$ cat src/design/serial_command_line_assembler_unit_defines.svh
// Assertion macros shared by the serial command line assembler RTL.
`ifndef SERIAL_COMMAND_LINE_ASSEMBLER_UNIT_DEFINES_SVH
`define SERIAL_COMMAND_LINE_ASSEMBLER_UNIT_DEFINES_SVH

// Condition that must hold at every clock edge out of reset.
`define SCLA_ASSERT_HOLD(label, expr, msg) \
	label: assert property (@(posedge clk) disable iff (!arst_n) (expr)) \
		else $error(msg);

// Condition that must follow in the same cycle whenever the antecedent holds.
`define SCLA_ASSERT_IMPL(label, ante, cons, msg) \
	label: assert property (@(posedge clk) disable iff (!arst_n) (ante) |-> (cons)) \
		else $error(msg);

`endif

$ cat src/design/scla_pkg.sv
// Shared types and constants of the serial command line assembler.
package scla_pkg;

	// Fixed field widths
	localparam int BYTE_W = 8;
	localparam int FILL_W = 6;
	localparam int KIND_W = 3;

	// Store depth limit and default line buffer size
	localparam int STORE_DEPTH    = 63;
	localparam int LINE_BYTES_DEF = 64;

	// Terminal byte codes
	localparam logic [BYTE_W-1:0] CHAR_BS    = 8'h08;
	localparam logic [BYTE_W-1:0] CHAR_TAB   = 8'h09;
	localparam logic [BYTE_W-1:0] CHAR_LF    = 8'h0A;
	localparam logic [BYTE_W-1:0] CHAR_VT    = 8'h0B;
	localparam logic [BYTE_W-1:0] CHAR_FF    = 8'h0C;
	localparam logic [BYTE_W-1:0] CHAR_CR    = 8'h0D;
	localparam logic [BYTE_W-1:0] CHAR_SPACE = 8'h20;
	localparam logic [BYTE_W-1:0] CHAR_TILDE = 8'h7E;
	localparam logic [BYTE_W-1:0] CHAR_DEL   = 8'h7F;

	// Result kinds
	typedef enum logic [KIND_W-1:0] {
		KIND_ECHO      = 3'd0,
		KIND_ERASE     = 3'd1,
		KIND_LINE_CHAR = 3'd2,
		KIND_EMPTY     = 3'd3,
		KIND_ERROR     = 3'd4
	} kind_t;

	// Line error codes
	localparam logic ERR_BAD_CHAR = 1'b0;
	localparam logic ERR_TOO_LONG = 1'b1;

	// Sequencer states
	typedef enum logic [1:0] {
		ST_IDLE,
		ST_EXEC,
		ST_READ,
		ST_EMIT
	} state_t;

	// Decode of one received byte
	typedef struct packed {
		logic              is_cr;
		logic              is_lf;
		logic              is_erase;
		logic              is_store;
		logic [BYTE_W-1:0] echo_char;
	} byte_class_t;

endpackage

$ cat src/design/scla_class.sv
// Byte decoder: sorts a received byte into line end, erase, storable or invalid.
module scla_class (
	input  logic [scla_pkg::BYTE_W-1:0] rx_byte,
	output scla_pkg::byte_class_t       cls
);

	always_comb begin
		cls.is_cr    = (rx_byte == scla_pkg::CHAR_CR);
		cls.is_lf    = (rx_byte == scla_pkg::CHAR_LF);
		cls.is_erase = (rx_byte == scla_pkg::CHAR_BS) || (rx_byte == scla_pkg::CHAR_DEL);
		// printable range plus TAB, VT and FF
		cls.is_store = ((rx_byte >= scla_pkg::CHAR_SPACE) && (rx_byte <= scla_pkg::CHAR_TILDE))
			|| (rx_byte == scla_pkg::CHAR_TAB) || (rx_byte == scla_pkg::CHAR_VT)
			|| (rx_byte == scla_pkg::CHAR_FF);
		// control characters echo as a space
		cls.echo_char = (rx_byte >= scla_pkg::CHAR_SPACE) ? rx_byte : scla_pkg::CHAR_SPACE;
	end

endmodule

$ cat src/design/scla_store.sv
// Line store: one write port, one read port with registered read data.
module scla_store #(
	parameter int DEPTH = scla_pkg::STORE_DEPTH,
	parameter int AW    = (DEPTH > 1) ? $clog2(DEPTH) : 1
) (
	input  logic                        clk,
	input  logic                        wr_en,
	input  logic [AW-1:0]               wr_addr,
	input  logic [scla_pkg::BYTE_W-1:0] wr_data,
	input  logic                        rd_en,
	input  logic [AW-1:0]               rd_addr,
	output logic [scla_pkg::BYTE_W-1:0] rd_data
);

	logic [scla_pkg::BYTE_W-1:0] mem_q [DEPTH];
	logic [scla_pkg::BYTE_W-1:0] rd_data_q;

	// Write port
	always_ff @(posedge clk) begin
		if (wr_en) begin
			mem_q[wr_addr] <= wr_data;
		end
	end

	// Registered read port
	always_ff @(posedge clk) begin
		if (rd_en) begin
			rd_data_q <= mem_q[rd_addr];
		end
	end

	assign rd_data = rd_data_q;

endmodule

$ cat src/design/scla_seq.sv
// Sequencer: byte handling, line state, store readout and result register.
`include "serial_command_line_assembler_unit_defines.svh"

module scla_seq #(
	parameter int LINE_CAP = scla_pkg::STORE_DEPTH,
	parameter int AW       = (LINE_CAP > 1) ? $clog2(LINE_CAP) : 1
) (
	input  logic                        clk,
	input  logic                        arst_n,
	// received byte transaction
	input  logic                        rx_valid,
	output logic                        rx_ready,
	input  logic [scla_pkg::BYTE_W-1:0] rx_byte,
	// decoder
	output logic [scla_pkg::BYTE_W-1:0] byte_out,
	input  scla_pkg::byte_class_t       cls,
	// line store
	output logic                        wr_en,
	output logic [AW-1:0]               wr_addr,
	output logic [scla_pkg::BYTE_W-1:0] wr_data,
	output logic                        rd_en,
	output logic [AW-1:0]               rd_addr,
	input  logic [scla_pkg::BYTE_W-1:0] rd_data,
	// result transaction
	output logic                        res_valid,
	input  logic                        res_ready,
	output logic [scla_pkg::KIND_W-1:0] kind,
	output logic [scla_pkg::BYTE_W-1:0] char_value,
	output logic                        error_code,
	output logic [scla_pkg::FILL_W-1:0] line_length,
	output logic                        last
);

	localparam logic [scla_pkg::FILL_W-1:0] CAP = scla_pkg::FILL_W'(LINE_CAP);
	localparam logic [scla_pkg::FILL_W-1:0] ONE = scla_pkg::FILL_W'(1);

	scla_pkg::state_t            state_q, state_d;
	logic [scla_pkg::BYTE_W-1:0] byte_q;
	logic [scla_pkg::FILL_W-1:0] fill_q, fill_d;
	logic                        discard_q, discard_d;
	logic                        bad_q, bad_d;
	logic                        swallow_q, swallow_d;
	logic [scla_pkg::FILL_W-1:0] len_q, len_d;
	logic [scla_pkg::FILL_W-1:0] idx_q, idx_d;
	logic [scla_pkg::FILL_W-1:0] idx_next;

	// result register
	logic                        res_valid_q;
	scla_pkg::kind_t             res_kind_q;
	logic [scla_pkg::BYTE_W-1:0] res_char_q;
	logic                        res_err_q;
	logic [scla_pkg::FILL_W-1:0] res_len_q;
	logic                        res_last_q;

	logic                        slot_free;
	logic                        emit;
	scla_pkg::kind_t             emit_kind;
	logic [scla_pkg::BYTE_W-1:0] emit_char;
	logic                        emit_err;
	logic [scla_pkg::FILL_W-1:0] emit_len;
	logic                        emit_last;

	// held result classes, for the checks
	logic                        res_single;
	logic                        res_line;

	assign slot_free = !res_valid_q || res_ready;
	assign idx_next  = idx_q + ONE;
	assign rx_ready  = (state_q == scla_pkg::ST_IDLE);
	assign byte_out  = byte_q;
	assign wr_addr   = fill_q[AW-1:0];
	assign wr_data   = byte_q;
	assign rd_addr   = idx_q[AW-1:0];

	// Next state, line state updates and result loading
	always_comb begin
		state_d   = state_q;
		fill_d    = fill_q;
		discard_d = discard_q;
		bad_d     = bad_q;
		swallow_d = swallow_q;
		len_d     = len_q;
		idx_d     = idx_q;
		emit      = 1'b0;
		emit_kind = scla_pkg::KIND_ECHO;
		emit_char = '0;
		emit_err  = 1'b0;
		emit_len  = '0;
		emit_last = 1'b1;
		wr_en     = 1'b0;
		rd_en     = 1'b0;
		case (state_q)
			scla_pkg::ST_IDLE: begin
				if (rx_valid) begin
					state_d = scla_pkg::ST_EXEC;
				end
			end
			scla_pkg::ST_EXEC: begin
				if (slot_free) begin
					state_d   = scla_pkg::ST_IDLE;
					swallow_d = 1'b0;
					if (swallow_q && cls.is_lf) begin
						// LF right after CR: dropped
					end else if (cls.is_cr || cls.is_lf) begin
						swallow_d = cls.is_cr;
						fill_d    = '0;
						discard_d = 1'b0;
						bad_d     = 1'b0;
						if (discard_q) begin
							emit      = 1'b1;
							emit_kind = scla_pkg::KIND_ERROR;
							emit_err  = bad_q ? scla_pkg::ERR_BAD_CHAR : scla_pkg::ERR_TOO_LONG;
						end else if (fill_q != '0) begin
							len_d   = fill_q;
							idx_d   = '0;
							state_d = scla_pkg::ST_READ;
						end else begin
							emit      = 1'b1;
							emit_kind = scla_pkg::KIND_EMPTY;
						end
					end else if (discard_q) begin
						// rest of the line is ignored
					end else if (cls.is_erase) begin
						if (fill_q != '0) begin
							fill_d    = fill_q - ONE;
							emit      = 1'b1;
							emit_kind = scla_pkg::KIND_ERASE;
						end
					end else if (!cls.is_store) begin
						discard_d = 1'b1;
						bad_d     = 1'b1;
					end else if (fill_q < CAP) begin
						wr_en     = 1'b1;
						fill_d    = fill_q + ONE;
						emit      = 1'b1;
						emit_kind = scla_pkg::KIND_ECHO;
						emit_char = cls.echo_char;
					end else begin
						// overflow
						fill_d    = '0;
						discard_d = 1'b1;
					end
				end
			end
			scla_pkg::ST_READ: begin
				rd_en   = 1'b1;
				state_d = scla_pkg::ST_EMIT;
			end
			scla_pkg::ST_EMIT: begin
				if (slot_free) begin
					emit      = 1'b1;
					emit_kind = scla_pkg::KIND_LINE_CHAR;
					emit_char = rd_data;
					emit_len  = len_q;
					emit_last = (idx_next == len_q);
					if (idx_next == len_q) begin
						state_d = scla_pkg::ST_IDLE;
					end else begin
						idx_d   = idx_next;
						state_d = scla_pkg::ST_READ;
					end
				end
			end
			default: begin
				state_d = scla_pkg::ST_IDLE;
			end
		endcase
	end

	// State register and line state
	always_ff @(posedge clk or negedge arst_n) begin
		if (!arst_n) begin
			state_q   <= scla_pkg::ST_IDLE;
			fill_q    <= '0;
			discard_q <= 1'b0;
			bad_q     <= 1'b0;
			swallow_q <= 1'b0;
		end else begin
			state_q   <= state_d;
			fill_q    <= fill_d;
			discard_q <= discard_d;
			bad_q     <= bad_d;
			swallow_q <= swallow_d;
		end
	end

	// Captured byte and readout counters
	always_ff @(posedge clk) begin
		if (rx_valid && rx_ready) begin
			byte_q <= rx_byte;
		end
		len_q <= len_d;
		idx_q <= idx_d;
	end

	// Result valid
	always_ff @(posedge clk or negedge arst_n) begin
		if (!arst_n) begin
			res_valid_q <= 1'b0;
		end else if (emit) begin
			res_valid_q <= 1'b1;
		end else if (res_ready) begin
			res_valid_q <= 1'b0;
		end
	end

	// Result payload
	always_ff @(posedge clk) begin
		if (emit) begin
			res_kind_q <= emit_kind;
			res_char_q <= emit_char;
			res_err_q  <= emit_err;
			res_len_q  <= emit_len;
			res_last_q <= emit_last;
		end
	end

	assign res_valid   = res_valid_q;
	assign kind        = res_kind_q;
	assign char_value  = res_char_q;
	assign error_code  = res_err_q;
	assign line_length = res_len_q;
	assign last        = res_last_q;

	assign res_single = res_valid_q && (res_kind_q != scla_pkg::KIND_LINE_CHAR);
	assign res_line   = res_valid_q && (res_kind_q == scla_pkg::KIND_LINE_CHAR);

	// Checks
	`SCLA_ASSERT_HOLD(a_fill_in_range, fill_q <= CAP, "fill count beyond line capacity")
	`SCLA_ASSERT_IMPL(a_bad_needs_discard, bad_q, discard_q, "bad char flag without discard")
	`SCLA_ASSERT_IMPL(a_single_is_last, res_single, res_last_q, "single result not last")
	`SCLA_ASSERT_IMPL(a_line_len_ok, res_line, (res_len_q != '0) && (res_len_q <= CAP), "bad length")

endmodule

$ cat src/design/serial_command_line_assembler_unit.sv
// Top level of the serial command line assembler.
//
//   channel | direction | handshake            | payload
//   rx      | in        | rx_valid / rx_ready  | rx_byte
//   res     | out       | res_valid / res_ready| kind, char_value, error_code,
//           |           |                      | line_length, last
//
// A byte is first captured, then acted on by the sequencer in its EXEC state
// once the result register is free. A line end with n stored characters then
// reads them out one by one through READ and EMIT; the line store has a single
// registered read port. The result register lets a new byte be captured while
// a result waits. Reset clears the line state; the store needs no clearing pass.
module serial_command_line_assembler_unit #(
	parameter int LINE_BYTES = scla_pkg::LINE_BYTES_DEF
) (
	input  logic                        clk,
	input  logic                        arst_n,
	input  logic                        rx_valid,
	output logic                        rx_ready,
	input  logic [scla_pkg::BYTE_W-1:0] rx_byte,
	output logic                        res_valid,
	input  logic                        res_ready,
	output logic [scla_pkg::KIND_W-1:0] kind,
	output logic [scla_pkg::BYTE_W-1:0] char_value,
	output logic                        error_code,
	output logic [scla_pkg::FILL_W-1:0] line_length,
	output logic                        last
);

	localparam int LINE_CAP = ((LINE_BYTES - 1) > scla_pkg::STORE_DEPTH) ?
		scla_pkg::STORE_DEPTH : (LINE_BYTES - 1);
	localparam int AW = (LINE_CAP > 1) ? $clog2(LINE_CAP) : 1;

	logic [scla_pkg::BYTE_W-1:0] cur_byte;
	scla_pkg::byte_class_t       cls;
	logic                        wr_en;
	logic [AW-1:0]               wr_addr;
	logic [scla_pkg::BYTE_W-1:0] wr_data;
	logic                        rd_en;
	logic [AW-1:0]               rd_addr;
	logic [scla_pkg::BYTE_W-1:0] rd_data;

	// Byte decode
	scla_class u_class (
		.rx_byte (cur_byte),
		.cls     (cls)
	);

	// Line store
	scla_store #(
		.DEPTH (LINE_CAP),
		.AW    (AW)
	) u_store (
		.clk     (clk),
		.wr_en   (wr_en),
		.wr_addr (wr_addr),
		.wr_data (wr_data),
		.rd_en   (rd_en),
		.rd_addr (rd_addr),
		.rd_data (rd_data)
	);

	// Sequencer
	scla_seq #(
		.LINE_CAP (LINE_CAP),
		.AW       (AW)
	) u_seq (
		.clk         (clk),
		.arst_n      (arst_n),
		.rx_valid    (rx_valid),
		.rx_ready    (rx_ready),
		.rx_byte     (rx_byte),
		.byte_out    (cur_byte),
		.cls         (cls),
		.wr_en       (wr_en),
		.wr_addr     (wr_addr),
		.wr_data     (wr_data),
		.rd_en       (rd_en),
		.rd_addr     (rd_addr),
		.rd_data     (rd_data),
		.res_valid   (res_valid),
		.res_ready   (res_ready),
		.kind        (kind),
		.char_value  (char_value),
		.error_code  (error_code),
		.line_length (line_length),
		.last        (last)
	);

endmodule

$ cat config.mk
export PLATFORM = sky130hd
export DESIGN_NAME = serial_command_line_assembler_unit
export DESIGN_NICKNAME = d
export VERILOG_FILES = /design/src/design/scla_pkg.sv /design/src/design/scla_class.sv /design/src/design/scla_store.sv /design/src/design/scla_seq.sv /design/src/design/serial_command_line_assembler_unit.sv
export VERILOG_INCLUDE_DIRS = /design/src /design/src/design
export SDC_FILE = /design/constraint.sdc
export NUM_CORES = 1
export LEC_CHECK = 0
export ABC_CLOCK_PERIOD_IN_PS = 5100
export BUFFER_PORTS_ARGS = -buffer_cell sky130_fd_sc_hd__buf_2
export CORE_ASPECT_RATIO = 0.75
export CORE_MARGIN = 5
export CORE_UTILIZATION = 55
export CTS_BUF_LIST = sky130_fd_sc_hd__clkbuf_8
export CTS_CLUSTER_DIAMETER = 80
export DETAILED_ROUTE_END_ITERATION = 10
export HOLD_SLACK_MARGIN = 0.02
export PLACE_DENSITY = 0.78
export SLEW_MARGIN = 10
export SYNTH_ARGS = -nofsm -noshare
export SYNTH_HDL_FRONTEND = slang
export SYNTH_HIERARCHICAL = 1
export SYNTH_SLANG_ARGS = --single-unit
$ cat constraint.sdc
create_clock -name clk -period 5.1 [get_ports clk]
set_input_delay 0.255 -clock clk [delete_from_list [all_inputs] [get_ports clk]]
set_output_delay 0.255 -clock clk [all_outputs]
set_load 0.05 [all_outputs]
==> report_table.html, run 1 <==
<table>
<tr><th>Metric</th><th>Value</th></tr>
<tr><th colspan="2">Status</th></tr>
<tr><td>Status</td><td>finished, final reports clean</td></tr>
<tr><th colspan="2">Place</th></tr>
<tr><td>Port Buffers</td><td>32</td></tr>
<tr><td>Routability congestion estimate</td><td>0.891</td></tr>
<tr><td>Post-DP HPWL</td><td>31.0 mm</td></tr>
<tr><th colspan="2">Timing</th></tr>
<tr><td>Max Fclk</td><td>223 MHz</td></tr>
<tr><td>Final Skew</td><td>0.0173 ns</td></tr>
<tr><td>Period minus WS final</td><td>4.49 ns</td></tr>
<tr><td>Setup_tns</td><td>0 ns</td></tr>
<tr><td>Headroom to the max-slew limit</td><td>30.6%</td></tr>
<tr><td>Slew @ Worst Pin</td><td>1.03 ns</td></tr>
<tr><td>Hold Violations, Final</td><td>0</td></tr>
<tr><td>Setup-violating endpoint count in the final report</td><td>0</td></tr>
<tr><td>Period utilisation layout</td><td>88.0%</td></tr>
<tr><td>Worst hold margin</td><td>0.177 ns</td></tr>
<tr><td>Pins Over Slew Limit</td><td>0</td></tr>
<tr><td>Setup repair after global routing missed its margin</td><td>false</td></tr>
<tr><th colspan="2">Setup path</th></tr>
<tr><td>Maximum fanout count along the critical path</td><td>16</td></tr>
<tr><td>Endpoint arrival time on the critical path</td><td>4.74 ns</td></tr>
<tr><td>Reg2Reg Launch Point</td><td>u_seq/byte_out[6]$_DFFE_PP_</td></tr>
<tr><td>R2R Path End</td><td>u_store/mem_q[29][0]$_DFFE_PP_</td></tr>
<tr><td>Slowest cell on crit path</td><td>sky130_fd_sc_hd__edfxtp_1</td></tr>
<tr><td>CP top delay family</td><td>simple AND/OR/NAND/NOR gates</td></tr>
<tr><td>Register-to-Register Path Depth</td><td>9</td></tr>
<tr><td>Required time of the critical path</td><td>5.35 ns</td></tr>
<tr><td>Kind of capture point of the worst setup path</td><td>flip-flop</td></tr>
<tr><td>Cells along the critical path</td><td>nor3_4 -&gt; and3b_1 -&gt; and3_1 -&gt; or2_2 -&gt; nor2_1 -&gt; and4_1 -&gt; nor2b_1 -&gt; nand3_1 -&gt; nor2_1</td></tr>
<tr><td>Most frequent cell on the critical path</td><td>sky130_fd_sc_hd__nor2_1</td></tr>
<tr><td>Critical path buffers and inverters</td><td>0</td></tr>
<tr><td>Register-to-register path setup slack</td><td>0.61 ns</td></tr>
<tr><td>Worst setup path category</td><td>reg -&gt; reg</td></tr>
<tr><td>Highest cell delay on the worst timing path</td><td>0.82 ns</td></tr>
<tr><td>CP Launch Type</td><td>flip-flop</td></tr>
<tr><th colspan="2">Synth</th></tr>
<tr><td>Top cell types by occurrence after synthesis</td><td>sky130_fd_sc_hd__edfxtp_1, sky130_fd_sc_hd__mux4_2, sky130_fd_sc_hd__nor2_1</td></tr>
<tr><td>Synth warn</td><td>6</td></tr>
<tr><td>Cell type with the highest aggregate area in the netlist</td><td>sky130_fd_sc_hd__edfxtp_1</td></tr>
<tr><td>Flip-flop and latch count after synthesis</td><td>563</td></tr>
<tr><td>Most repeated cell in the gate-level netlist after synthesis</td><td>sky130_fd_sc_hd__edfxtp_1</td></tr>
<tr><td>Post-Synthesis Cell Area</td><td>22500 um2</td></tr>
<tr><td>Post-synthesis sequential area ratio</td><td>74.7%</td></tr>
<tr><td>Most frequently used flop master after synthesis</td><td>sky130_fd_sc_hd__edfxtp_1</td></tr>
<tr><td>Net count after synthesis</td><td>1188</td></tr>
<tr><td>Mean cell area of the mapped netlist</td><td>19.2 um2</td></tr>
<tr><td>Top area cells in the synthesized netlist</td><td>sky130_fd_sc_hd__edfxtp_1, sky130_fd_sc_hd__mux4_2, sky130_fd_sc_hd__mux4_1, sky130_fd_sc_hd__nor2_1, sky130_fd_sc_hd__dfrtp_1</td></tr>
<tr><td>Netlist cell types</td><td>72</td></tr>
<tr><td>Fraction of synthesized cell area taken by the top area cell type</td><td>73.4%</td></tr>
<tr><td>Gate count of the mapped netlist</td><td>1173</td></tr>
<tr><td>Async set-or-reset flop fraction in the synthesized netlist</td><td>2.13%</td></tr>
<tr><td>EDFF count, synth</td><td>551</td></tr>
<tr><th colspan="2">Drt</th></tr>
<tr><td>Via density</td><td>6.51</td></tr>
<tr><td>Vias post-DR</td><td>11943</td></tr>
<tr><td>Final wirelength</td><td>50.8 mm</td></tr>
<tr><td>Average wire per standard cell</td><td>27.7 um</td></tr>
<tr><td>Count of nets left with antenna violations after detail routing</td><td>0</td></tr>
<tr><td>DR pass1 iterations</td><td>9</td></tr>
<tr><td>Remaining routing DRC violations</td><td>0</td></tr>
<tr><td>DRC violation total after the first TritonRoute iteration</td><td>1691</td></tr>
<tr><th colspan="2">Run</th></tr>
<tr><td>Max Cap Violations</td><td>0</td></tr>
<tr><th colspan="2">Finish</th></tr>
<tr><td>Total Nets Final</td><td>1269</td></tr>
<tr><td># diodes</td><td>0</td></tr>
<tr><td>Share of layout cells above drive strength 1</td><td>21.1%</td></tr>
<tr><td>Relative area change from synthesis to final layout</td><td>9.37%</td></tr>
<tr><td>FILL cells</td><td>2747</td></tr>
<tr><th colspan="2">Min path</th></tr>
<tr><td>Depth of the worst hold-timing path</td><td>3</td></tr>
<tr><td>Hold Crit Class</td><td>in -&gt; reg</td></tr>
<tr><td>Worst Hold Endpoint</td><td>u_seq/res_valid$_DFFE_PN0P_</td></tr>
<tr><td>Startpoint of the tightest hold check path</td><td>res_ready</td></tr>
<tr><th colspan="2">Pwr</th></tr>
<tr><td>Total power draw</td><td>9.13 mW</td></tr>
<tr><td>PwrDens</td><td>370 nW/um2</td></tr>
<tr><td>Static leakage</td><td>7.80 nW</td></tr>
<tr><td>Peak supply drop</td><td>311 uV</td></tr>
<tr><th colspan="2">Floorplanning</th></tr>
<tr><td>Row count</td><td>64</td></tr>
<tr><td>Placeable core region</td><td>40700 um2</td></tr>
<tr><td>Chip Height</td><td>185 um</td></tr>
<tr><td>Die X</td><td>244 um</td></tr>
<tr><td>Effective utilization at floorplan</td><td>55.4%</td></tr>
<tr><td># IOs</td><td>33</td></tr>
<tr><td>Die ar.</td><td>45200 um2</td></tr>
<tr><th colspan="2">Clock tree</th></tr>
<tr><td>Clock Root Buffer</td><td>sky130_fd_sc_hd__clkbuf_8</td></tr>
<tr><td>Clock latency of the later-clocked register in the worst-skew pair</td><td>0.63 ns</td></tr>
<tr><td>TritonCTS Sinks</td><td>563</td></tr>
<tr><td>Max Buffers Root-to-Sink</td><td>3</td></tr>
<tr><td>H-tree lvl count</td><td>3</td></tr>
<tr><td>Number of setup buffers added after CTS</td><td>0</td></tr>
<tr><td>Clock tree from TritonCTS</td><td>yes</td></tr>
<tr><td>Total CTS buffers</td><td>80</td></tr>
<tr><td>Clk pin slew, worst setup/hold paths</td><td>0.06 ns</td></tr>
<tr><th colspan="2">Global route</th></tr>
<tr><td>Highest-utilization routing layer at the global route stage</td><td>met1</td></tr>
<tr><td>Met3 demand-to-capacity share in global routing</td><td>8.27%</td></tr>
<tr><td>GR Layer Usage met1</td><td>34.0%</td></tr>
<tr><td>Global-route congestion overflow total</td><td>0</td></tr>
<tr><td>Overall global routing resource usage</td><td>22.7%</td></tr>
<tr><td>Met2 Resource Use GR</td><td>32.3%</td></tr>
<tr><td>Largest net degree at the start of global routing</td><td>101</td></tr>
<tr><td>Via count of the first global-routing pass</td><td>11700</td></tr>
<tr><td>Wire length of the first global-routing pass</td><td>76.0 mm</td></tr>
<tr><td>Antenna violations before repair</td><td>0</td></tr>
</table>
-- through the flow --
| step | utilization (%) | std cells | setup slack (ns) | area, um2 |
|---|---|---|---|---|
| final | 60.6 | 1834 | 0.611 | 24600 |
| after global routing | 60.6 | 1834 | 0.445 | 24600 |
| after CTS | 60.6 | 1834 | 0.739 | 24600 |
| after detailed placement | 56.9 | 1689 | 0.719 | 23200 |
| after global placement | 56.9 | 1689 | 0.959 | 23200 |
| after floorplan | - | 1173 | 1.80 | 22500 |
-- report_power, final --
part           internal (mW)  switching (mW)
Clock                   1.55            1.59
Combinational          0.146           0.423
Sequential              5.27           0.148
Total                   6.96            2.16
-- registers in the layout (all words and copies together), names as in the netlist --
| register | count |
|---|---|
| u_seq/len_q | 6 |
| u_seq/discard_q | 1 |
| u_seq/wr_addr | 6 |
| u_seq/kind | 3 |
| u_seq/rd_addr | 6 |
| u_seq/last | 1 |
| u_seq/line_length | 6 |
| u_seq/byte_out | 8 |
| u_seq/error_code | 1 |
| u_store/mem_q | 504 |
| u_seq/swallow_q | 1 |
| u_seq/char_value | 8 |
| u_seq/state_q | 2 |
| u_seq/bad_q | 1 |
| u_seq/res_valid | 1 |
| u_store/rd_data | 8 |
-- cells by family after synthesis --
family	Yosys count	synth area share (%)
buffers and inverters	80	2.10
adders and majority gates	3	0.167
muxes	139	12.7
xor gates and xnor gates	15	0.711
and+or+nand+nor	240	5.45
DFF	563	74.7
AOI/OAI and AO/OA	133	4.16
-- routing by layer --
metal	part of all wire [%]	routed length, um
met1	41	20700
met2	44	22400
met3	13	6680
met4	2.0	1000
met5	0	0
-- how the worst max path moves through the flow --
| stage | from | end | depth (start not counted) |
|---|---|---|---|
| 2_1_floorplan | u_seq/byte_out[3]$_DFFE_PP_ | u_store/mem_q[36][0]$_DFFE_PP_ | 11 |
| 3_3_place_gp | u_seq/byte_out[6]$_DFFE_PP_ | u_store/mem_q[61][3]$_DFFE_PP_ | 9 |
| 3_5_place_dp | u_seq/byte_out[6]$_DFFE_PP_ | u_store/mem_q[53][4]$_DFFE_PP_ | 9 |
| 4_1_cts | u_seq/byte_out[6]$_DFFE_PP_ | u_store/mem_q[29][0]$_DFFE_PP_ | 9 |
| 5_1_grt | u_seq/byte_out[6]$_DFFE_PP_ | u_store/mem_q[5][2]$_DFFE_PP_ | 9 |
| 6_report | u_seq/byte_out[6]$_DFFE_PP_ | u_store/mem_q[29][0]$_DFFE_PP_ | 9 |
-- worst register-to-register path: stages, from the launching register on --
cell and delay [ns]:
sky130_fd_sc_hd__edfxtp_1 0.82, sky130_fd_sc_hd__nor3_4 0.16, sky130_fd_sc_hd__and3b_1 0.23, sky130_fd_sc_hd__and3_1 0.20, sky130_fd_sc_hd__or2_2 0.36, sky130_fd_sc_hd__nor2_1 0.11
sky130_fd_sc_hd__and4_1 0.63, sky130_fd_sc_hd__nor2b_1 0.33, sky130_fd_sc_hd__nand3_1 0.54, sky130_fd_sc_hd__nor2_1 0.74
-- timing repair --
action,4_1_cts,5_1_grt
endpoints found under the hold margin,21,0
hold buffers,11,0
setup endpoints to repair,0,0
resized for setup,0,0
-- cells in the final DEF (no fill, tap or decap), types with 12 or more instances in the layout --
cell type	count
sky130_fd_sc_hd__clkbuf_8	83
sky130_fd_sc_hd__edfxtp_1	551
sky130_fd_sc_hd__nand2_1	33
sky130_fd_sc_hd__mux4_2	100
sky130_fd_sc_hd__nor3_1	18
sky130_fd_sc_hd__dfrtp_1	12
sky130_fd_sc_hd__nor2b_1	19
sky130_fd_sc_hd__a22oi_1	29
sky130_fd_sc_hd__mux2i_1	25
sky130_fd_sc_hd__buf_4	24
sky130_fd_sc_hd__buf_2	32
sky130_fd_sc_hd__mux4_1	13
sky130_fd_sc_hd__clkinv_1	12
sky130_fd_sc_hd__inv_1	37
sky130_fd_sc_hd__o22ai_1	14
sky130_fd_sc_hd__nand3_1	21
sky130_fd_sc_hd__a21oi_1	20
sky130_fd_sc_hd__nor2_1	88
-- area by class of cell --
cell class	instances	area [um2]	area share, %
inverter	9	33.8	0.137
clock inverter	51	238	0.964
sequential	563	16800	68.3
clock buffer	83	1140	4.63
tap	528	661	2.68
timing repair buffer	70	510	2.07
multi-input combinational	530	5220	21.2
Power figures use the tool's default switching activity.
==> run 2: changes to the inputs <==
--- a/config.mk
+++ b/config.mk
@@ -10,12 +10,12 @@
 export BUFFER_PORTS_ARGS = -buffer_cell sky130_fd_sc_hd__buf_2
 export CORE_ASPECT_RATIO = 0.75
 export CORE_MARGIN = 5
-export CORE_UTILIZATION = 55
+export CORE_UTILIZATION = 44
 export CTS_BUF_LIST = sky130_fd_sc_hd__clkbuf_8
 export CTS_CLUSTER_DIAMETER = 80
 export DETAILED_ROUTE_END_ITERATION = 10
 export HOLD_SLACK_MARGIN = 0.02
-export PLACE_DENSITY = 0.78
+export PLACE_DENSITY = 0.66
 export SLEW_MARGIN = 10
 export SYNTH_ARGS = -nofsm -noshare
 export SYNTH_HDL_FRONTEND = slang
==> run 2 against run 1 <==
  * Core utilization shrank 11 points
  * Cell area up 1.3%
  * Clock power is 6% higher
  * Non-clock buffer count is 8 higher
  * Register-to-register slack improved by 0.15 ns
  * Clock skew down 0.00060 ns
  * Via count shrank 1.5%
  * Wire length increased by 2.7%
  * Sequential share of layout area fell by 0.89 points
  * Critical path type unchanged
  * Largest cell class unchanged
==> report_table.html, run 2 (synthesis gave the netlist of run 1 again) <==
<table>
<tr><th>Metric</th><th>Value</th></tr>
<tr><th colspan="2">Drt</th></tr>
<tr><td>Vias post-DR</td><td>11760 (was 11943)</td></tr>
<tr><td>Average wire per standard cell</td><td>26.3 um (was 27.7 um)</td></tr>
<tr><td>Remaining routing DRC violations</td><td>0 (unchanged)</td></tr>
<tr><td>Count of nets left with antenna violations after detail routing</td><td>0 (unchanged)</td></tr>
<tr><td>Final wirelength</td><td>52.1 mm (was 50.8 mm)</td></tr>
<tr><td>Via density</td><td>5.94 (was 6.51)</td></tr>
<tr><td>DRC violation total after the first TritonRoute iteration</td><td>1575 (was 1691)</td></tr>
<tr><td>DR pass1 iterations</td><td>5 (was 9)</td></tr>
<tr><th colspan="2">Clock tree</th></tr>
<tr><td>Total CTS buffers</td><td>80 (unchanged)</td></tr>
<tr><td>Clock Root Buffer</td><td>sky130_fd_sc_hd__clkbuf_8 (unchanged)</td></tr>
<tr><td>H-tree lvl count</td><td>3 (unchanged)</td></tr>
<tr><td>Clk pin slew, worst setup/hold paths</td><td>0.06 ns (about the same)</td></tr>
<tr><td>Clock tree from TritonCTS</td><td>yes (unchanged)</td></tr>
<tr><td>Resized cells post-CTS</td><td>0 (unchanged)</td></tr>
<tr><td>Clock latency of the later-clocked register in the worst-skew pair</td><td>0.64 ns (was 0.63 ns)</td></tr>
<tr><td>Max Buffers Root-to-Sink</td><td>3 (unchanged)</td></tr>
<tr><td>Number of setup buffers added after CTS</td><td>0 (unchanged)</td></tr>
<tr><td>CTS Hold Buffers Added</td><td>11 (unchanged)</td></tr>
<tr><td>TritonCTS Sinks</td><td>563 (unchanged)</td></tr>
<tr><th colspan="2">Floorplanning</th></tr>
<tr><td># IOs</td><td>33 (unchanged)</td></tr>
<tr><td>Effective utilization at floorplan</td><td>44.7% (was 55.4%)</td></tr>
<tr><td>Die X</td><td>271 um (was 244 um)</td></tr>
<tr><td>Placeable core region</td><td>50400 um2 (was 40700 um2)</td></tr>
<tr><td>Die ar.</td><td>55900 um2 (was 45200 um2)</td></tr>
<tr><td>Chip Height</td><td>206 um (was 185 um)</td></tr>
<tr><td>Row count</td><td>71 (was 64)</td></tr>
<tr><th colspan="2">Pwr</th></tr>
<tr><td>Total power draw</td><td>9.33 mW (was 9.13 mW)</td></tr>
<tr><td>Peak supply drop</td><td>265 uV (was 311 uV)</td></tr>
<tr><td>PwrDens</td><td>373 nW/um2 (was 370 nW/um2)</td></tr>
<tr><td>Static leakage</td><td>7.87 nW (was 7.80 nW)</td></tr>
<tr><th colspan="2">Setup path</th></tr>
<tr><td>CP Launch Type</td><td>flip-flop (unchanged)</td></tr>
<tr><td>Register-to-Register Path Depth</td><td>8 (was 9)</td></tr>
<tr><td>Slowest cell on crit path</td><td>sky130_fd_sc_hd__edfxtp_1 (unchanged)</td></tr>
<tr><td>Most frequent cell on the critical path</td><td>sky130_fd_sc_hd__nor2_1 (unchanged)</td></tr>
<tr><td>Required time of the critical path</td><td>5.36 ns (was 5.35 ns)</td></tr>
<tr><td>Register-to-register path setup slack</td><td>0.76 ns (was 0.61 ns)</td></tr>
<tr><td>Cells along the critical path</td><td>and3b_1 -&gt; and3_1 -&gt; or2_2 -&gt; nor2_1 -&gt; and4_1 -&gt; nor4bb_1 -&gt; nand2_1 -&gt; nor2_1 (was nor3_4 -&gt; and3b_1 -&gt; and3_1 -&gt; or2_2 -&gt; nor2_1 -&gt; and4_1 -&gt; nor2b_1 -&gt; nand3_1 -&gt; nor2_1)</td></tr>
<tr><td>Endpoint arrival time on the critical path</td><td>4.60 ns (was 4.74 ns)</td></tr>
<tr><td>R2R Path End</td><td>u_store/mem_q[37][3]$_DFFE_PP_ (was u_store/mem_q[29][0]$_DFFE_PP_)</td></tr>
<tr><td>Kind of capture point of the worst setup path</td><td>flip-flop (unchanged)</td></tr>
<tr><td>Highest cell delay on the worst timing path</td><td>0.80 ns (was 0.82 ns)</td></tr>
<tr><td>Worst setup path category</td><td>reg -&gt; reg (unchanged)</td></tr>
<tr><td>Maximum fanout count along the critical path</td><td>17 (was 16)</td></tr>
<tr><td>Critical path buffers and inverters</td><td>0 (unchanged)</td></tr>
<tr><td>Reg2Reg Launch Point</td><td>u_seq/byte_out[1]$_DFFE_PP_ (was u_seq/byte_out[6]$_DFFE_PP_)</td></tr>
<tr><td>CP top delay family</td><td>simple AND/OR/NAND/NOR gates (unchanged)</td></tr>
<tr><th colspan="2">Finish</th></tr>
<tr><td># diodes</td><td>0 (unchanged)</td></tr>
<tr><td>Area taken by flip-flops and latches</td><td>16800 um2 (unchanged)</td></tr>
<tr><td>Largest register FFs</td><td>504 (unchanged)</td></tr>
<tr><td>Total Nets Final</td><td>1277 (was 1269)</td></tr>
<tr><td>Relative area change from synthesis to final layout</td><td>10.8% (was 9.37%)</td></tr>
<tr><td>FILL cells</td><td>3996 (was 2747)</td></tr>
<tr><td>Register name with the most flops</td><td>u_store/mem_q (unchanged)</td></tr>
<tr><td>Most frequent standard cell in the layout excluding fill and tap cells</td><td>sky130_fd_sc_hd__edfxtp_1 (unchanged)</td></tr>
<tr><td>Commonest cells after routing, fill and taps aside</td><td>sky130_fd_sc_hd__edfxtp_1, sky130_fd_sc_hd__mux4_2, sky130_fd_sc_hd__nor2_1 (unchanged)</td></tr>
<tr><td>Total area of multi-input combinational cells</td><td>5220 um2 (unchanged)</td></tr>
<tr><td>Share of layout cells above drive strength 1</td><td>22.5% (was 21.1%)</td></tr>
<tr><td>Cell area after layout</td><td>25000 um2 (was 24600 um2)</td></tr>
<tr><th colspan="2">Global route</th></tr>
<tr><td>Global-route congestion overflow total</td><td>0 (unchanged)</td></tr>
<tr><td>Via count of the first global-routing pass</td><td>11430 (was 11700)</td></tr>
<tr><td>Overall global routing resource usage</td><td>18.7% (was 22.7%)</td></tr>
<tr><td>Largest net degree at the start of global routing</td><td>98 (was 101)</td></tr>
<tr><td>Antenna violations before repair</td><td>0 (unchanged)</td></tr>
<tr><td>Wire length of the first global-routing pass</td><td>77.4 mm (was 76.0 mm)</td></tr>
<tr><th colspan="2">Place</th></tr>
<tr><td>Port Buffers</td><td>32 (unchanged)</td></tr>
<tr><td>Post-DP Area</td><td>23400 um2 (was 23200 um2)</td></tr>
<tr><td>Post-DP HPWL</td><td>32.3 mm (was 31.0 mm)</td></tr>
<tr><td>Routability congestion estimate</td><td>0.898 (was 0.891)</td></tr>
<tr><td>Pre-CTS setup slack</td><td>0.866 ns (was 0.719 ns)</td></tr>
<tr><th colspan="2">Timing</th></tr>
<tr><td>Headroom to the max-slew limit</td><td>18.3% (was 30.6%)</td></tr>
<tr><td>Final Skew</td><td>0.0167 ns (was 0.0173 ns)</td></tr>
<tr><td>Slew @ Worst Pin</td><td>1.23 ns (was 1.03 ns)</td></tr>
<tr><td>Hold Violations, Final</td><td>0 (unchanged)</td></tr>
<tr><td>Period utilisation layout</td><td>85.0% (was 88.0%)</td></tr>
<tr><td>Period minus WS final</td><td>4.34 ns (was 4.49 ns)</td></tr>
<tr><td>Max Fclk</td><td>231 MHz (was 223 MHz)</td></tr>
<tr><td>Setup_tns</td><td>0 ns (unchanged)</td></tr>
<tr><td>Pins Over Slew Limit</td><td>0 (unchanged)</td></tr>
<tr><td>Worst-case setup margin in the final layout</td><td>0.763 ns (was 0.611 ns)</td></tr>
<tr><td>Setup repair after global routing missed its margin</td><td>false (unchanged)</td></tr>
<tr><td>Setup-violating endpoint count in the final report</td><td>0 (unchanged)</td></tr>
<tr><th colspan="2">Min path</th></tr>
<tr><td>Worst Hold Endpoint</td><td>u_seq/res_valid$_DFFE_PN0P_ (unchanged)</td></tr>
<tr><td>Depth of the worst hold-timing path</td><td>3 (unchanged)</td></tr>
<tr><td>Hold Crit Class</td><td>in -&gt; reg (unchanged)</td></tr>
<tr><td>Startpoint of the tightest hold check path</td><td>res_ready (unchanged)</td></tr>
<tr><th colspan="2">Run</th></tr>
<tr><td>Max Cap Violations</td><td>0 (unchanged)</td></tr>
<tr><th colspan="2">Status</th></tr>
<tr><td>Status</td><td>finished, final reports clean (unchanged)</td></tr>
</table>
==> run 2: cell types whose count changed in the layout (fill, tap and decap cells not counted) <==
| cell | change |
|---|---|
| sky130_fd_sc_hd__buf_4 | +8 |
| sky130_fd_sc_hd__bufinv_16 | +1 |
| sky130_fd_sc_hd__clkbuf_8 | +2 |
| sky130_fd_sc_hd__clkinv_1 | +5 |
| sky130_fd_sc_hd__clkinv_2 | +9 |
| sky130_fd_sc_hd__clkinvlp_4 | -1 |
| sky130_fd_sc_hd__inv_1 | -10 |
| sky130_fd_sc_hd__inv_6 | +2 |
| sky130_fd_sc_hd__inv_8 | +1 |
==> run 2: worst max path at each step <==
| stage | start | cells past startpoint | to | slack (ns) |
|---|---|---|---|---|
| 4_1_cts | u_seq/byte_out[1]$_DFFE_PP_ | 8 | u_store/mem_q[37][3]$_DFFE_PP_ | 0.84 |
| 2_1_floorplan | u_seq/byte_out[3]$_DFFE_PP_ | 11 | u_store/mem_q[36][0]$_DFFE_PP_ | 1.80 |
| 6_report | u_seq/byte_out[1]$_DFFE_PP_ | 8 | u_store/mem_q[37][3]$_DFFE_PP_ | 0.76 |
| 3_3_place_gp | u_seq/byte_out[1]$_DFFE_PP_ | 8 | u_store/mem_q[35][4]$_DFFE_PP_ | 0.96 |
| 5_1_grt | u_seq/byte_out[1]$_DFFE_PP_ | 8 | u_store/mem_q[13][1]$_DFFE_PP_ | 0.65 |
| 3_5_place_dp | u_seq/byte_out[1]$_DFFE_PP_ | 8 | u_store/mem_q[39][4]$_DFFE_PP_ | 0.87 |
==> run 2: worst register-to-register path, cell delays in order (launching register included) <==
cell and delay (ns):
sky130_fd_sc_hd__edfxtp_1 0.80, sky130_fd_sc_hd__and3b_1 0.27, sky130_fd_sc_hd__and3_1 0.20, sky130_fd_sc_hd__or2_2 0.37
sky130_fd_sc_hd__nor2_1 0.10, sky130_fd_sc_hd__and4_1 0.57, sky130_fd_sc_hd__nor4bb_1 0.76, sky130_fd_sc_hd__nand2_1 0.24
sky130_fd_sc_hd__nor2_1 0.65
==> run 2: final cells by class <==
class | instances | area share (%)
Tap cell | 657 | 3.29
Timing Repair Buffer | 78 | 2.28
Clock inverter | 58 | 1.26
Inverter | 9 | 0.135
Clock buffer | 85 | 4.68
Sequential cell | 563 | 67.4
Multi-Input combinational cell | 530 | 20.9
==> run 2: through the flow <==
| stage | util, % | std cells | hold WS (ns) |
|---|---|---|---|
| floorplan | - | 1173 | -0.0406 |
| CTS | 49.6 | 1980 | 0.121 |
| global route | 49.6 | 1980 | 0.137 |
| detailed placement | 46.4 | 1826 | 0.159 |
| finish | 49.6 | 1980 | 0.175 |
| global placement | 46.4 | 1826 | 0.156 |
==> run 2: per-layer routing <==
layer | vias to the layer above | wire length (um) | GRT usage (%)
li1 | 4972 | - | -
met1 | 6118 | 23800 | 29.8
met2 | 598 | 22500 | 26.3
met3 | 72 | 4990 | 4.41
met4 | 0 | 852 | 4.13
met5 | - | 0 | 0
==> run 2: power breakdown <==
| part | switching, mW | internal [mW] | leakage [nW] |
|---|---|---|---|
| clock | 1.68 | 1.66 | 0.846 |
| sequential | 0.0917 | 5.27 | 5.11 |
| combinational | 0.472 | 0.162 | 1.91 |
| total | 2.24 | 7.09 | 7.87 |
==> run 3: changes to the inputs <==
--- a/config.mk
+++ b/config.mk
@@ -6,7 +6,7 @@
 export SDC_FILE = /design/constraint.sdc
 export NUM_CORES = 1
 export LEC_CHECK = 0
-export ABC_CLOCK_PERIOD_IN_PS = 5100
+export ABC_CLOCK_PERIOD_IN_PS = 4600
 export BUFFER_PORTS_ARGS = -buffer_cell sky130_fd_sc_hd__buf_2
 export CORE_ASPECT_RATIO = 0.75
 export CORE_MARGIN = 5
==> constraint.sdc (replaced) <==
create_clock -name clk -period 4.6 [get_ports clk]
set_input_delay 0.23 -clock clk [delete_from_list [all_inputs] [get_ports clk]]
set_output_delay 0.23 -clock clk [all_outputs]
set_load 0.01 [all_outputs]
==> run 3 against run 2 <==
  * Die area stayed put
  * Largest cell class unchanged
  * Flip-flop and latch count unchanged
  * Final cell count increased by 2.6%
  * Critical endpoint is now u_store/mem_q[53][6]$_DFFE_PP_
  * Setup slack lost 0.13 ns
  * Maximum frequency rose by 9.2%
  * Sequential share of layout area is 0.85 points lower
==> report_table.html, run 3 (synthesis gave the netlist of run 1 again) <==
<table>
<tr><th>Metric</th><th>Value</th></tr>
<tr><th colspan="2">Status</th></tr>
<tr><td>Status</td><td>finished, final reports clean (unchanged)</td></tr>
<tr><th colspan="2">Finish</th></tr>
<tr><td>Commonest cells after routing, fill and taps aside</td><td>sky130_fd_sc_hd__edfxtp_1, sky130_fd_sc_hd__mux4_2, sky130_fd_sc_hd__nor2_1 (unchanged)</td></tr>
<tr><td>FILL cells</td><td>4059 (was 3996)</td></tr>
<tr><td>Relative area change from synthesis to final layout</td><td>12.2% (was 10.8%)</td></tr>
<tr><td>Total Nets Final</td><td>1321 (was 1277)</td></tr>
<tr><td>Register name with the most flops</td><td>u_store/mem_q (unchanged)</td></tr>
<tr><td>Largest register FFs</td><td>504 (unchanged)</td></tr>
<tr><td># diodes</td><td>0 (unchanged)</td></tr>
<tr><td>Most frequent standard cell in the layout excluding fill and tap cells</td><td>sky130_fd_sc_hd__edfxtp_1 (unchanged)</td></tr>
<tr><td>Share of layout cells above drive strength 1</td><td>24.2% (was 22.5%)</td></tr>
<tr><th colspan="2">Run</th></tr>
<tr><td>Max Cap Violations</td><td>0 (unchanged)</td></tr>
<tr><th colspan="2">Global route</th></tr>
<tr><td>Met2 Resource Use GR</td><td>26.9% (was 26.3%)</td></tr>
<tr><td>Via count of the first global-routing pass</td><td>11674 (was 11430)</td></tr>
<tr><td>Highest-utilization routing layer at the global route stage</td><td>met1 (unchanged)</td></tr>
<tr><td>Met3 demand-to-capacity share in global routing</td><td>4.69% (was 4.41%)</td></tr>
<tr><td>GR Layer Usage met1</td><td>27.6% (was 29.8%)</td></tr>
<tr><td>Wire length of the first global-routing pass</td><td>75.9 mm (was 77.4 mm)</td></tr>
<tr><td>Largest net degree at the start of global routing</td><td>65 (was 98)</td></tr>
<tr><td>Overall global routing resource usage</td><td>18.2% (was 18.7%)</td></tr>
<tr><td>Global-route congestion overflow total</td><td>0 (unchanged)</td></tr>
<tr><td>Antenna violations before repair</td><td>0 (unchanged)</td></tr>
<tr><th colspan="2">Floorplanning</th></tr>
<tr><td>Row count</td><td>71 (unchanged)</td></tr>
<tr><td>Die ar.</td><td>55900 um2 (unchanged)</td></tr>
<tr><td># IOs</td><td>33 (unchanged)</td></tr>
<tr><td>Die X</td><td>271 um (unchanged)</td></tr>
<tr><td>Effective utilization at floorplan</td><td>44.7% (unchanged)</td></tr>
<tr><td>Chip Height</td><td>206 um (unchanged)</td></tr>
<tr><td>Placeable core region</td><td>50400 um2 (unchanged)</td></tr>
<tr><th colspan="2">Drt</th></tr>
<tr><td>DR pass1 iterations</td><td>5 (unchanged)</td></tr>
<tr><td>Average wire per standard cell</td><td>25.0 um (was 26.3 um)</td></tr>
<tr><td>Remaining routing DRC violations</td><td>0 (unchanged)</td></tr>
<tr><td>Count of nets left with antenna violations after detail routing</td><td>0 (unchanged)</td></tr>
<tr><td>Via density</td><td>5.81 (was 5.94)</td></tr>
<tr><td>Vias post-DR</td><td>11798 (was 11760)</td></tr>
<tr><td>DRC violation total after the first TritonRoute iteration</td><td>1401 (was 1575)</td></tr>
<tr><td>Final wirelength</td><td>50.8 mm (was 52.1 mm)</td></tr>
<tr><th colspan="2">Min path</th></tr>
<tr><td>Startpoint of the tightest hold check path</td><td>res_ready (unchanged)</td></tr>
<tr><td>Worst Hold Endpoint</td><td>u_seq/res_valid$_DFFE_PN0P_ (unchanged)</td></tr>
<tr><td>Hold Crit Class</td><td>in -&gt; reg (unchanged)</td></tr>
<tr><td>Depth of the worst hold-timing path</td><td>3 (unchanged)</td></tr>
<tr><th colspan="2">Place</th></tr>
<tr><td>Post-DP HPWL</td><td>31.5 mm (was 32.3 mm)</td></tr>
<tr><td>Pre-CTS setup slack</td><td>0.638 ns (was 0.866 ns)</td></tr>
<tr><td>Port Buffers</td><td>32 (unchanged)</td></tr>
<tr><td>Routability congestion estimate</td><td>0.856 (was 0.898)</td></tr>
<tr><th colspan="2">Clock tree</th></tr>
<tr><td>Clk pin slew, worst setup/hold paths</td><td>0.06 ns (about the same)</td></tr>
<tr><td>Clock Root Buffer</td><td>sky130_fd_sc_hd__clkbuf_8 (unchanged)</td></tr>
<tr><td>Clock latency of the later-clocked register in the worst-skew pair</td><td>0.65 ns (was 0.64 ns)</td></tr>
<tr><td>TritonCTS Sinks</td><td>563 (unchanged)</td></tr>
<tr><td>Total CTS buffers</td><td>83 (was 80)</td></tr>
<tr><td>Number of setup buffers added after CTS</td><td>0 (unchanged)</td></tr>
<tr><td>H-tree lvl count</td><td>3 (unchanged)</td></tr>
<tr><td>Clock tree from TritonCTS</td><td>yes (unchanged)</td></tr>
<tr><td>Max Buffers Root-to-Sink</td><td>3 (unchanged)</td></tr>
<tr><th colspan="2">Setup path</th></tr>
<tr><td>Register-to-register path setup slack</td><td>0.63 ns (was 0.76 ns)</td></tr>
<tr><td>Maximum fanout count along the critical path</td><td>14 (was 17)</td></tr>
<tr><td>R2R Path End</td><td>u_store/mem_q[53][6]$_DFFE_PP_ (was u_store/mem_q[37][3]$_DFFE_PP_)</td></tr>
<tr><td>CP Launch Type</td><td>flip-flop (unchanged)</td></tr>
<tr><td>Endpoint arrival time on the critical path</td><td>4.25 ns (was 4.60 ns)</td></tr>
<tr><td>Critical path launch point</td><td>u_seq/byte_out[2]$_DFFE_PP_ (was u_seq/byte_out[1]$_DFFE_PP_)</td></tr>
<tr><td>Worst setup path category</td><td>reg -&gt; reg (unchanged)</td></tr>
<tr><td>Register-to-Register Path Depth</td><td>9 (was 8)</td></tr>
<tr><td>Kind of capture point of the worst setup path</td><td>flip-flop (unchanged)</td></tr>
<tr><td>Reg2Reg Launch Point</td><td>u_seq/byte_out[2]$_DFFE_PP_ (was u_seq/byte_out[1]$_DFFE_PP_)</td></tr>
<tr><td>Required time of the critical path</td><td>4.88 ns (was 5.36 ns)</td></tr>
<tr><th colspan="2">Pwr</th></tr>
<tr><td>Total power draw</td><td>10.2 mW (was 9.33 mW)</td></tr>
<tr><td>Peak supply drop</td><td>261 uV (was 265 uV)</td></tr>
<tr><td>PwrDens</td><td>405 nW/um2 (was 373 nW/um2)</td></tr>
<tr><td>Static leakage</td><td>8.13 nW (was 7.87 nW)</td></tr>
<tr><th colspan="2">Timing</th></tr>
<tr><td>Setup_tns</td><td>0 ns (unchanged)</td></tr>
<tr><td>Headroom to the max-slew limit</td><td>28.3% (was 18.3%)</td></tr>
<tr><td>Pins Over Slew Limit</td><td>0 (unchanged)</td></tr>
<tr><td>Slew @ Worst Pin</td><td>1.07 ns (was 1.23 ns)</td></tr>
<tr><td>Worst-case setup margin in the final layout</td><td>0.628 ns (was 0.763 ns)</td></tr>
<tr><td>Max Fclk</td><td>252 MHz (was 231 MHz)</td></tr>
<tr><td>Setup repair after global routing missed its margin</td><td>false (unchanged)</td></tr>
<tr><td>Period minus WS final</td><td>3.97 ns (was 4.34 ns)</td></tr>
<tr><td>Setup-violating endpoint count in the final report</td><td>0 (unchanged)</td></tr>
<tr><td>Hold Violations, Final</td><td>0 (unchanged)</td></tr>
<tr><td>Period utilisation layout</td><td>86.4% (was 85.0%)</td></tr>
<tr><td>Final Skew</td><td>0.0232 ns (was 0.0167 ns)</td></tr>
</table>
run 3: cell types whose count changed in the layout (fill, tap and decap cells not counted), moves of 2 or more:
cell / change
sky130_fd_sc_hd__buf_4: +41
sky130_fd_sc_hd__inv_6: -2
sky130_fd_sc_hd__inv_1: +15
sky130_fd_sc_hd__clkinvlp_4: +2
sky130_fd_sc_hd__clkinv_2: -6
run 3: area by class of cell:
class | instances | area, um2 | share of cell area, %
clock buffers | 84 | 1160 | 4.57
clock inverters | 69 | 340 | 1.35
inverters | 9 | 33.8 | 0.134
multi-input cells | 530 | 5220 | 20.6
flip-flops and latches | 563 | 16800 | 66.6
well taps | 657 | 822 | 3.25
repair buffers | 119 | 878 | 3.47
run 3: how the worst max path moves through the flow:
stage | to | slack, ns
6_report | u_store/mem_q[53][6]$_DFFE_PP_ | 0.63
5_1_grt | u_store/mem_q[38][1]$_DFFE_PP_ | 0.30
4_1_cts | u_store/mem_q[53][6]$_DFFE_PP_ | 0.65
3_5_place_dp | u_store/mem_q[53][6]$_DFFE_PP_ | 0.64
3_3_place_gp | u_store/mem_q[53][6]$_DFFE_PP_ | 0.83
2_1_floorplan | u_store/mem_q[36][0]$_DFFE_PP_ | 1.30
run 3: metrics by stage:
| step | cells | hold slack, ns | area, um2 | util, % |
|---|---|---|---|---|
| 5_1_grt | 2031 | 0.107 | 25300 | 50.2 |
| 3_3_place_gp | 1867 | 0.132 | 23700 | 47.0 |
| 6_report | 2031 | 0.114 | 25300 | 50.2 |
| 3_5_place_dp | 1867 | 0.135 | 23700 | 47.0 |
| 4_1_cts | 2031 | 0.0694 | 25300 | 50.2 |
| 2_1_floorplan | 1173 | -0.0656 | 22500 | - |
run 3: power breakdown:
group / internal [mW] / switching, mW / total (mW) / leakage (nW)
sequential: 5.84 / 0.0827 / 5.93 / 5.11
combinational: 0.177 / 0.480 / 0.657 / 2.14
clock: 1.78 / 1.89 / 3.66 / 0.887
total: 7.80 / 2.45 / 10.2 / 8.13
run 3: per-layer routing:
layer | up-vias | part of all wire (%) | wire [um]
met5 | - | 0 | 0
met4 | 0 | 1.5 | 772
met3 | 67 | 9.1 | 4620
met2 | 530 | 45 | 22700
met1 | 6128 | 45 | 22800
li1 | 5073 | - | -
run 3: worst max-delay path: stages, from the launching register on:
cell and delay, ns:
sky130_fd_sc_hd__edfxtp_1 0.60, sky130_fd_sc_hd__nand3_1 0.18, sky130_fd_sc_hd__nor2_1 0.07, sky130_fd_sc_hd__o32ai_1 0.33, sky130_fd_sc_hd__inv_1 0.07, sky130_fd_sc_hd__a31oi_1 0.24
sky130_fd_sc_hd__and4_1 0.59, sky130_fd_sc_hd__nor2b_1 0.33, sky130_fd_sc_hd__nand3_1 0.49, sky130_fd_sc_hd__nor2_1 0.69
run 3: timing repair:
action,in CTS,in global routing
gates resized for setup,0,0
endpoints found under the hold margin,21,0
hold buffers,11,0
